## src/rtl/olte_pkg.sv

```systemverilog
// Shared constants, types and codes of the ordered list table engine.
package olte_pkg;

	localparam int CAPACITY = 128;
	localparam int IDX_W    = $clog2(CAPACITY);
	localparam int CNT_W    = $clog2(CAPACITY + 1);
	localparam int POS_W    = 8;
	localparam int VAL_W    = 32;
	localparam int OUT_W    = 8;
	localparam int CMP_W    = ((CNT_W > POS_W) ? CNT_W : POS_W) + 1;

	typedef logic [IDX_W-1:0]        idx_t;
	typedef logic [CNT_W-1:0]        cnt_t;
	typedef logic [POS_W-1:0]        pos_t;
	typedef logic signed [VAL_W-1:0] value_t;
	typedef logic [OUT_W-1:0]        out_t;
	typedef logic [CMP_W-1:0]        cmp_t;

	typedef enum logic [1:0] {
		ACT_APPEND = 2'd0,
		ACT_INSERT = 2'd1,
		ACT_DELETE = 2'd2,
		ACT_SEARCH = 2'd3
	} action_t;

	typedef enum logic [1:0] {
		STAT_DONE   = 2'd0,
		STAT_BADPOS = 2'd1,
		STAT_FULL   = 2'd2
	} status_t;

	typedef enum logic [2:0] {
		CELL_HOLD       = 3'd0,
		CELL_APPEND     = 3'd1,
		CELL_INSERT     = 3'd2,
		CELL_DELETE     = 3'd3,
		CELL_SCAN_START = 3'd4,
		CELL_SCAN_STEP  = 3'd5
	} cell_op_t;

	// Command broadcast from the controller to every cell of the row.
	typedef struct packed {
		cell_op_t op;
		idx_t     pos;
		cnt_t     count;
		value_t   value;
	} cell_cmd_t;

endpackage

```

## src/rtl/olte_cell.sv

```systemverilog
// One list cell: holds one entry, shifts with its neighbors and passes the search token.
module olte_cell (
	input  logic                clk,
	input  logic                arst_n,
	input  olte_pkg::cell_cmd_t cmd,
	input  olte_pkg::idx_t      idx,
	input  olte_pkg::value_t    left_entry,
	input  olte_pkg::value_t    right_entry,
	input  logic                left_token,
	output olte_pkg::value_t    entry,
	output logic                token,
	output logic                hit
);

	olte_pkg::value_t entry_q;
	olte_pkg::value_t entry_d;
	logic             token_q;
	olte_pkg::cnt_t   idx_ext;

	assign idx_ext = olte_pkg::cnt_t'(idx);

	always_comb begin
		entry_d = entry_q;
		unique case (cmd.op)
			olte_pkg::CELL_APPEND: begin
				if (idx_ext == cmd.count) begin
					entry_d = cmd.value;
				end
			end
			olte_pkg::CELL_INSERT: begin
				if (idx == cmd.pos) begin
					entry_d = cmd.value;
				end else if (idx > cmd.pos && idx_ext <= cmd.count) begin
					entry_d = left_entry;
				end
			end
			olte_pkg::CELL_DELETE: begin
				if (idx >= cmd.pos && (idx_ext + olte_pkg::cnt_t'(1)) < cmd.count) begin
					entry_d = right_entry;
				end
			end
			default: begin
				entry_d = entry_q;
			end
		endcase
	end

	always_ff @(posedge clk) begin
		entry_q <= entry_d;
	end

	always_ff @(posedge clk or negedge arst_n) begin
		if (!arst_n) begin
			token_q <= 1'b0;
		end else begin
			case (cmd.op)
				olte_pkg::CELL_SCAN_START: token_q <= (idx == '0);
				olte_pkg::CELL_SCAN_STEP:  token_q <= left_token;
				default:                   token_q <= token_q;
			endcase
		end
	end

	assign entry = entry_q;
	assign token = token_q;
	// Only the cell holding the token reports, and only inside the live list.
	assign hit   = token_q && (entry_q == cmd.value) && (idx_ext < cmd.count);

endmodule
```

## config.mk

```make
export PLATFORM = sky130hd
export DESIGN_NAME = olte_cell
export DESIGN_NICKNAME = d
export VERILOG_FILES = /design/src/rtl/olte_pkg.sv /design/src/rtl/olte_cell.sv
export SDC_FILE = /design/constraint.sdc
export NUM_CORES = 1
export LEC_CHECK = 0
export BUFFER_PORTS_ARGS = -buffer_cell sky130_fd_sc_hd__clkbuf_2
export CAP_MARGIN = 15
export CELL_PAD_IN_SITES_DETAIL_PLACEMENT = 0
export CELL_PAD_IN_SITES_GLOBAL_PLACEMENT = 1
export CORE_MARGIN = 3
export CORE_UTILIZATION = 33
export CTS_BUF_LIST = sky130_fd_sc_hd__clkbuf_4
export DETAILED_ROUTE_END_ITERATION = 6
export PLACE_DENSITY = 0.89
export SKIP_CTS_REPAIR_TIMING = 1
export SYNTH_ARGS = -nofsm -noshare
export SYNTH_HDL_FRONTEND = slang
export SYNTH_SLANG_ARGS = --single-unit
export TNS_END_PERCENT = 50
```

## constraint.sdc

```tcl
create_clock -name clk -period 2 [get_ports clk]
set_clock_uncertainty 0.2 [all_clocks]
set_input_delay 0.1 -clock clk [delete_from_list [all_inputs] [get_ports clk]]
set_output_delay 0.1 -clock clk [all_outputs]
set_load 0.005 [all_outputs]
```

-- After elaboration in Yosys (flattened, before gate mapping)
Cells that the tools add are included.
- order comparisons: 5
- reductions and logical operators: 8
- equal/unequal tests: 11
- muxes and demuxes: 6
- $add $sub $neg: 1
- shift operators: 0
- $mul: 0
- div/mod/pow operators: 0
- bitwise operators: 0
- operators by type and width (cell ; count):
    $mux 32 ; 4
    $pmux 32 s3 ; 1
    $eq 32x32->1 ; 1
    $add 7x1->8 const B ; 1
    $eq 7x8->1 ; 1
    $le 7x8->1 ; 1
    $lt 7x8->1 ; 1
    $lt 8x8->1 ; 1
    $eq 7x7->1 ; 1
    $ge 7x7->1 ; 1
    $gt 7x7->1 ; 1
    $logic_not 7->1 ; 1
    $eq 3x2->1 const B ; 2
    $eq 3x3->1 const B ; 2
    $logic_and 1x1->1 ; 4
    $ne 2x2->1 const B ; 2
    $reduce_and 4->1 ; 1
    $eq 3x1->1 const B ; 1
    $ne 3x3->1 const B ; 1
    $reduce_bool 3->1 ; 1
    $pmux 1 s2 ; 1
    $reduce_bool 2->1 ; 1
- RAM bits: 0
- memories kept: 0
- register bits after elaboration: 33
- bits in latches: 0
- ROM bits: 0
- logic and storage cells: 33

-- Depth between registers and ports, before layout
Gate-level depths: netlist of the first run.
- depth in word-level cells: 5
- depth in mapped cells: 10
- gate-level depth less buffers: 10

-- Worst setup path before layout of the first run
Ideal clock, no wire load.
- path type: in2reg
- start point: in idx[0]
- end point: reg entry_q[0], in the netlist entry[0] (enable)
- data arrival time: 2.354 ns
- required time: 1.413 ns
- stages: 10
- setup time: 0.387 ns
- path slack: -0.941 ns
- path through: ha_1 nand3_1 nor2_1 xor2_1 ha_1 a21o_1 a2111oi_0 nor2_1 a21oi_1 o211a_1
- cells in the longest elaborated chain, start to end: 5
- elaborated cells on any way between the ends: 13
- classes of those cells: 1 x add/sub; 4 x order compare; 5 x eq/ne; 3 x reduce/logical
- ends and longest elaborated chain (what ; RTL line ; text):
    from (decl) ; olte_cell.sv:6 ; input olte_pkg::idx_t idx,
    $add 7x1->8 ; olte_cell.sv:38 ; if (idx >= cmd.pos && (idx_ext + olte_pkg::cnt_t'(1)) < cmd.count) begin
    $lt 8x8->1 ; olte_cell.sv:38 ;
    $logic_and 1x1->1 ; olte_cell.sv:38 ;
    $ne 2x2->1 (no source line) ; -- ;
    $reduce_and 4->1 (no source line) * ; -- ;
    to (signal assigned) ; olte_cell.sv:49 ; entry_q <= entry_d;
    to (decl) ; olte_cell.sv:15 ; olte_pkg::value_t entry_q;
Every way passes the cells marked *; elsewhere a longest branch is shown, timed or not.
A chain may end at the register's enable or synchronous reset.

-- Worst setup path in the final report of the first run
- start point: reg entry_q[14], in the netlist entry[14]
- end point: out hit
- cells in the longest elaborated chain, start to end: 3
- ends and longest elaborated chain (what ; RTL line ; text):
    $eq 32x32->1 ; olte_cell.sv:67 ; assign hit = token_q && (entry_q == cmd.value) && (idx_ext < cmd.count);
    $logic_and 1x1->1 (2 in a row) ; olte_cell.sv:67 ;
    to (decl) ; olte_cell.sv:12 ; output logic hit
No other way between the ends.

==> qor.csv, run 1 <==
metric;value;unit
vdd_drop_max;0.000235;V
syn_area;2800;µm²
slew_headroom;58.3;%
num_rows;32;
synth_area_per_cell;9.58;µm²
violations;hold timing, setup timing;
yosys-top-cells-area;edfxtp_1 34%, a22oi_1 17%, ha_1 11%;
ys.flop_type;edfxtp_1;
period_needed;2.44;ns
critPathKind;flip-flop to output port;
yosys.area_share.simple;8.81;%
pwr_density_cell;403;nW/µm²
cts_tree;done;
first_iter_violations;116;
hold_violations;4;
rr_startpoint;token;
ys_seq_area_share;35.3;%
vias;3576;
critPathRequiredTime;1.70;ns
cp-start-kind;flip-flop;
grtUsageTotal;18.7;%
setup_violations;33;
firstDrtPassIters;6;
synth.most_common_cell;a22oi_1;
cts.sinks;33;
synth_mux_area_share;0;%
avgRoutedWirePerCell;17.0;µm
fin_util;64.5;%
place_ws;-0.555;ns
gp_congestion;0.822;
area_growth;83.8;%
io_buffers;157;
grt_max_degree;35;
core_region_area;7970;µm²
rsz0062_at_grt;yes;
grt_pass1_wl;14700;µm
hold_class;input pin to flip-flop;
htree_num_levels;2;
synthDistinctLibCells;34;
die_area;9610;µm²
drtAntennaViolNets;0;
n_fill_cell;640;
drv_slew;0;
fin_ws;-0.444;ns
synth_compound_area_share;28.7;%
synth_commonest_cells;64 x a22oi_1, 33 x o21ai_0, 33 x xor2_1;
power;0.00207;W
power.leakage;2.32;nW
synth_cells;292;
drc;0;
cts_buffer_depth;2;
insertion_delay;0.32;ns
yosysTopAreaCell;edfxtp_1;
arrival;2.14;ns
fin_crit_sh;122;%
postSynth.asyncResetShare;3.03;%
worstMarginPinSlew;0.625;ns
fin_nets;728;
die_w;98.1;µm
diodes;0;
start_util;35.1;%
synth_top_family_by_area;compound AO/OA/AOI/OAI gates;
outcome;complete, but fails checks;
ys_warn_count;0;
drv_cap;0;
synth_edf_count;32;
layout-drive-gt1-share;38.4;%
synth_fa_ha_area_share;10.7;%
die-height;98.1;µm
wirelength;11600;µm
syn-num-nets;440;
antenna_found_initial;0;
fmax;409;MHz
end_kind;output port;
grt_overflow_total;0;
hold_slack;-0.0317;ns
ys_ff_latch;33;
first_global_vias;3018;
cts_buffers;5;
cts-root-buf;clkbuf_4;
viasPerCell;5.24;
place_hpwl;7670;µm
synth_xor_area_share;11.3;%
min_from;left_entry[4];
crit_fanout;2;
crit_start;entry[14];
synth_top_area_share;34.4;%
tns;-6.38;ns
ios;158;
clk_pin_slew;0.10;ns
## metal layers
layer	global-route usage, %	wire length [µm]
met2	31.8	5890
met5	0	0
met1	24.1	4530
met4	4.37	321
met3	4.29	835
## report_power, final
part	total, W	internal, W	switching, W
clock network	0.000347	0.000127	0.000220
logic	0.000849	0.000475	0.000374
registers	0.000877	0.000834	0.0000434
## final timing paths
path                                 end  slack, ns  depth (start not counted)
max in group asynchronous          token       1.09                          3
worst max register to register     token       0.55                          3
min in group asynchronous          token       0.41                          3
worst max-delay path                 hit      -0.44                          7
worst min register to register     token       0.97                          3
worst min-delay path            entry[4]      -0.03                          3
## placed cells by master, fill, tap and decap left out, types with 2 or more instances in the layout
| cell type | n |
|---|---|
| a21o_1 | 2 |
| a21oi_1 | 10 |
| a22oi_1 | 64 |
| buf_12 | 3 |
| buf_4 | 41 |
| buf_6 | 2 |
| clkbuf_16 | 2 |
| clkbuf_2 | 154 |
| clkbuf_4 | 5 |
| clkinv_1 | 2 |
| dlygate4sd3_1 | 95 |
| edfxtp_1 | 32 |
| ha_1 | 23 |
| inv_1 | 18 |
| nand2_1 | 2 |
| nand3_1 | 5 |
| nand4_1 | 2 |
| nor2_1 | 8 |
| nor2_2 | 3 |
| nor2b_1 | 3 |
| nor3_1 | 3 |
| nor4_1 | 6 |
| nor4b_2 | 2 |
| o2111ai_1 | 2 |
| o21ai_0 | 33 |
| o21ai_1 | 4 |
| xnor2_1 | 3 |
| xor2_1 | 33 |
## sequential cells by signal, summed over array words and instances (netlist names)
register	count
entry	32
token	1
## area by class of cell
type                       instances  area [µm²]  area share, %
timing repair buffer             298        2170           42.2
multi-input combinational        224        1740           33.9
sequential                        33         986           19.2
tap                              102         128           2.48
inverter                          18        67.6           1.31
clock buffer                       5        37.5          0.730
clock inverter                     3        12.5          0.243
## worst max-delay path, stage by stage, from the launching register on
cell       delay [ns]
edfxtp_1         0.43
xor2_1           0.20
nor4_2           0.28
buf_4            0.14
nand4_1          0.12
a2111oi_2        0.25
nor4b_2          0.23
buf_2            0.16
## logic make-up (layout without fill, tap and decap cells)
kind of cell | Yosys count | after routing
flops | 33 | 33
fa+ha+maj | 24 | 24
simple gates | 43 | 43
buf+inv | 35 | 324
xor+xnor | 36 | 36
compound gates | 121 | 121
## per-stage QoR
stage,std cells,cell area [µm²]
after detailed placement,577,4040
after global routing,683,5140
final,683,5140
after CTS,585,4090
after global placement,577,4040
after floorplan,292,2830
(Power assumes the default switching activity.)
==> run 2: changes to the inputs <==
--- a/config.mk
+++ b/config.mk
@@ -9,6 +9,7 @@
 export CAP_MARGIN = 15
 export CELL_PAD_IN_SITES_DETAIL_PLACEMENT = 0
 export CELL_PAD_IN_SITES_GLOBAL_PLACEMENT = 1
+export CORE_ASPECT_RATIO = 0.75
 export CORE_MARGIN = 3
 export CORE_UTILIZATION = 33
 export CTS_BUF_LIST = sky130_fd_sc_hd__clkbuf_4
==> run 2 against run 1 <==
  * The run still ends with hold timing, setup timing left
  * Sequential share of layout area decreased by 0.18 points
  * Worst setup slack improved by 0.043 ns
  * First-iteration DRC count increased to 2.6 times the previous value
  * Design area increased by 0.95%
  * Utilization decreased by 0.12 points
  * Die area increased by 0.12%
  * Highest routed layer unchanged
  * Non-clock buffer count increased by 4
  * Via count increased by 2.5%
  * Clock power increased by 41%
  * Critical path depth unchanged
  * Sequential power about the same
  * Sequential cell count unchanged
==> qor.csv, run 2 (synthesized netlist as in run 1, its figures left out) <==
metric;value;unit
end_kind;output port;
cts_buffer_depth;2;
fin_nets;732;
place_ws;-0.544;ns
final_common_cell;clkbuf_2;
worstMarginPinSlew;1.09;ns
power.leakage;2.35;nW
n_fill_cell;635;
firstDrtPassIters;6;
drc;0;
first_iter_violations;298;
seqCellArea;986;µm²
slew_headroom;27.3;%
outcome;complete, but fails checks;
power_frac_comb;38.9;%
p_clk_share;21.9;%
cts-root-buf;clkbuf_4;
grt_pass1_wl;15400;µm
area_growth;85.6;%
clk_pin_slew;0.10;ns
min_from;left_entry[6];
rr_startpoint;token;
fin_util;64.4;%
vdd_drop_max;0.000261;V
critPathKind;flip-flop to output port;
avgRoutedWirePerCell;17.8;µm
critPathRequiredTime;1.70;ns
drtAntennaViolNets;0;
place_hpwl;8140;µm
cp-start-kind;flip-flop;
multi_input_area;1740;µm²
grt_max_degree;38;
io_buffers;157;
pwr_density_cell;431;nW/µm²
rsz0062_at_grt;yes;
htree_num_levels;2;
grt_overflow_total;0;
power;0.00224;W
die_area;9630;µm²
intPower;0.00157;W
insertion_delay;0.32;ns
critPathMaxStageDelay;0.41;ns
wirelength_met1;4850;µm
layout-drive-gt1-share;40.2;%
path_delay_family;simple AND/OR/NAND/NOR gates;
worstPathCellList;xor2_1 > nor4_2 > buf_4 > nand4_1 > a2111oi_2 > nor4b_2 > clkbuf_2;
timing.rr.end;token;
diodes;0;
holdPathEnd;entry[6];
hold_violations;6;
switching_share;29.9;%
die_w;112;µm
gp_congestion;0.918;
wirelength;12300;µm
cts_buffers;5;
fin_cells;690;
violations;hold timing, setup timing;
viasPerCell;5.31;
ff2ff_setup_slack;1.09;ns
crit_fanout;2;
fin_ws;-0.401;ns
first_global_vias;3145;
vias;3664;
core_region_area;8060;µm²
cts.sinks;33;
critPathSlowestCell;edfxtp_1;
pwr-share-seq;39.2;%
crit_cells;7;
mostFrequentLayoutCells;155 x clkbuf_2, 89 x dlygate4sd3_1, 64 x a22oi_1;
antenna_found_initial;0;
setup_violations;33;
dp.cells;587;
cts_tree;done;
wl_met3;1300;µm
drv_slew;0;
start_util;34.7;%
worstRegToRegCells;2;
die-height;85.7;µm
num_rows;28;
holdPathStages;3;
ios;158;
crit_buf_inv;2;
hold_class;input pin to flip-flop;
route.met2.wl;5810;µm
routed.top_layer;met4;
drv_cap;0;
fmax;417;MHz
fin_crit_sh;120;%
switchingPower;0.000668;W
hold_slack;-0.0623;ns
period_needed;2.40;ns
grtUsageTotal;20.1;%
largest_register_ffs;32;
arrival;2.10;ns
## run 2: cell count changes in the layout (fill, tap and decap cells not counted), sizes merged
cell         before  now
bufinv            0    1
buf              47   56
clkinvlp          0    1
clkinv            3    1
dlygate4sd3      95   89
clkbuf          161  162
## run 2: how the worst max path moves through the flow
stage / slack (ns) / from / end
5_1_grt: -0.59 / entry[14] / hit
6_report: -0.40 / entry[14] / hit
3_5_place_dp: -0.54 / idx[1] / entry[14]
4_1_cts: -0.55 / entry[1] / hit
2_1_floorplan: -0.38 / idx[0] / entry[0]
3_3_place_gp: -0.53 / idx[1] / entry[24]
## run 2: routing by layer
| metal | track usage (%) | vias to the layer above |
|---|---|---|
| met3 | 6.21 | 37 |
| met1 | 28.0 | 1656 |
| met2 | 30.7 | 242 |
| met5 | 0 | - |
| met4 | 4.80 | 0 |
| li1 | - | 1729 |
## run 2: per-stage QoR
stage	setup TNS, ns	area, µm²
floorplan	-12.28	2830
global placement	-21.95	4090
detailed placement	-21.82	4090
CTS	-6.53	4170
global route	-11.19	5190
finish	-8.27	5190
## run 2: tightest hold or removal path, cell delays in order
cell      delay, ns
clkbuf_2       0.08
a22oi_1        0.05
o21ai_0        0.13
## run 2: cell type report
| class | instances | share of cell area, % |
|---|---|---|
| Clock buffer | 5 | 0.723 |
| Multi-Input combinational cell | 224 | 33.5 |
| Inverter | 18 | 1.30 |
| Clock inverter | 3 | 0.796 |
| Timing Repair Buffer | 302 | 42.1 |
| Tap cell | 105 | 2.53 |
| Sequential cell | 33 | 19.0 |
## run 2: power by group through the flow
stage / Clock [W] / Sequential, W / Combinational, W
after floorplan: 0 / 0.000890 / 0.000273
after global placement: 0 / 0.000890 / 0.000661
after detailed placement: 0 / 0.000892 / 0.000672
after CTS: 0.000502 / 0.000877 / 0.000676
after global routing: 0.000538 / 0.000884 / 0.000947
final: 0.000489 / 0.000877 / 0.000871
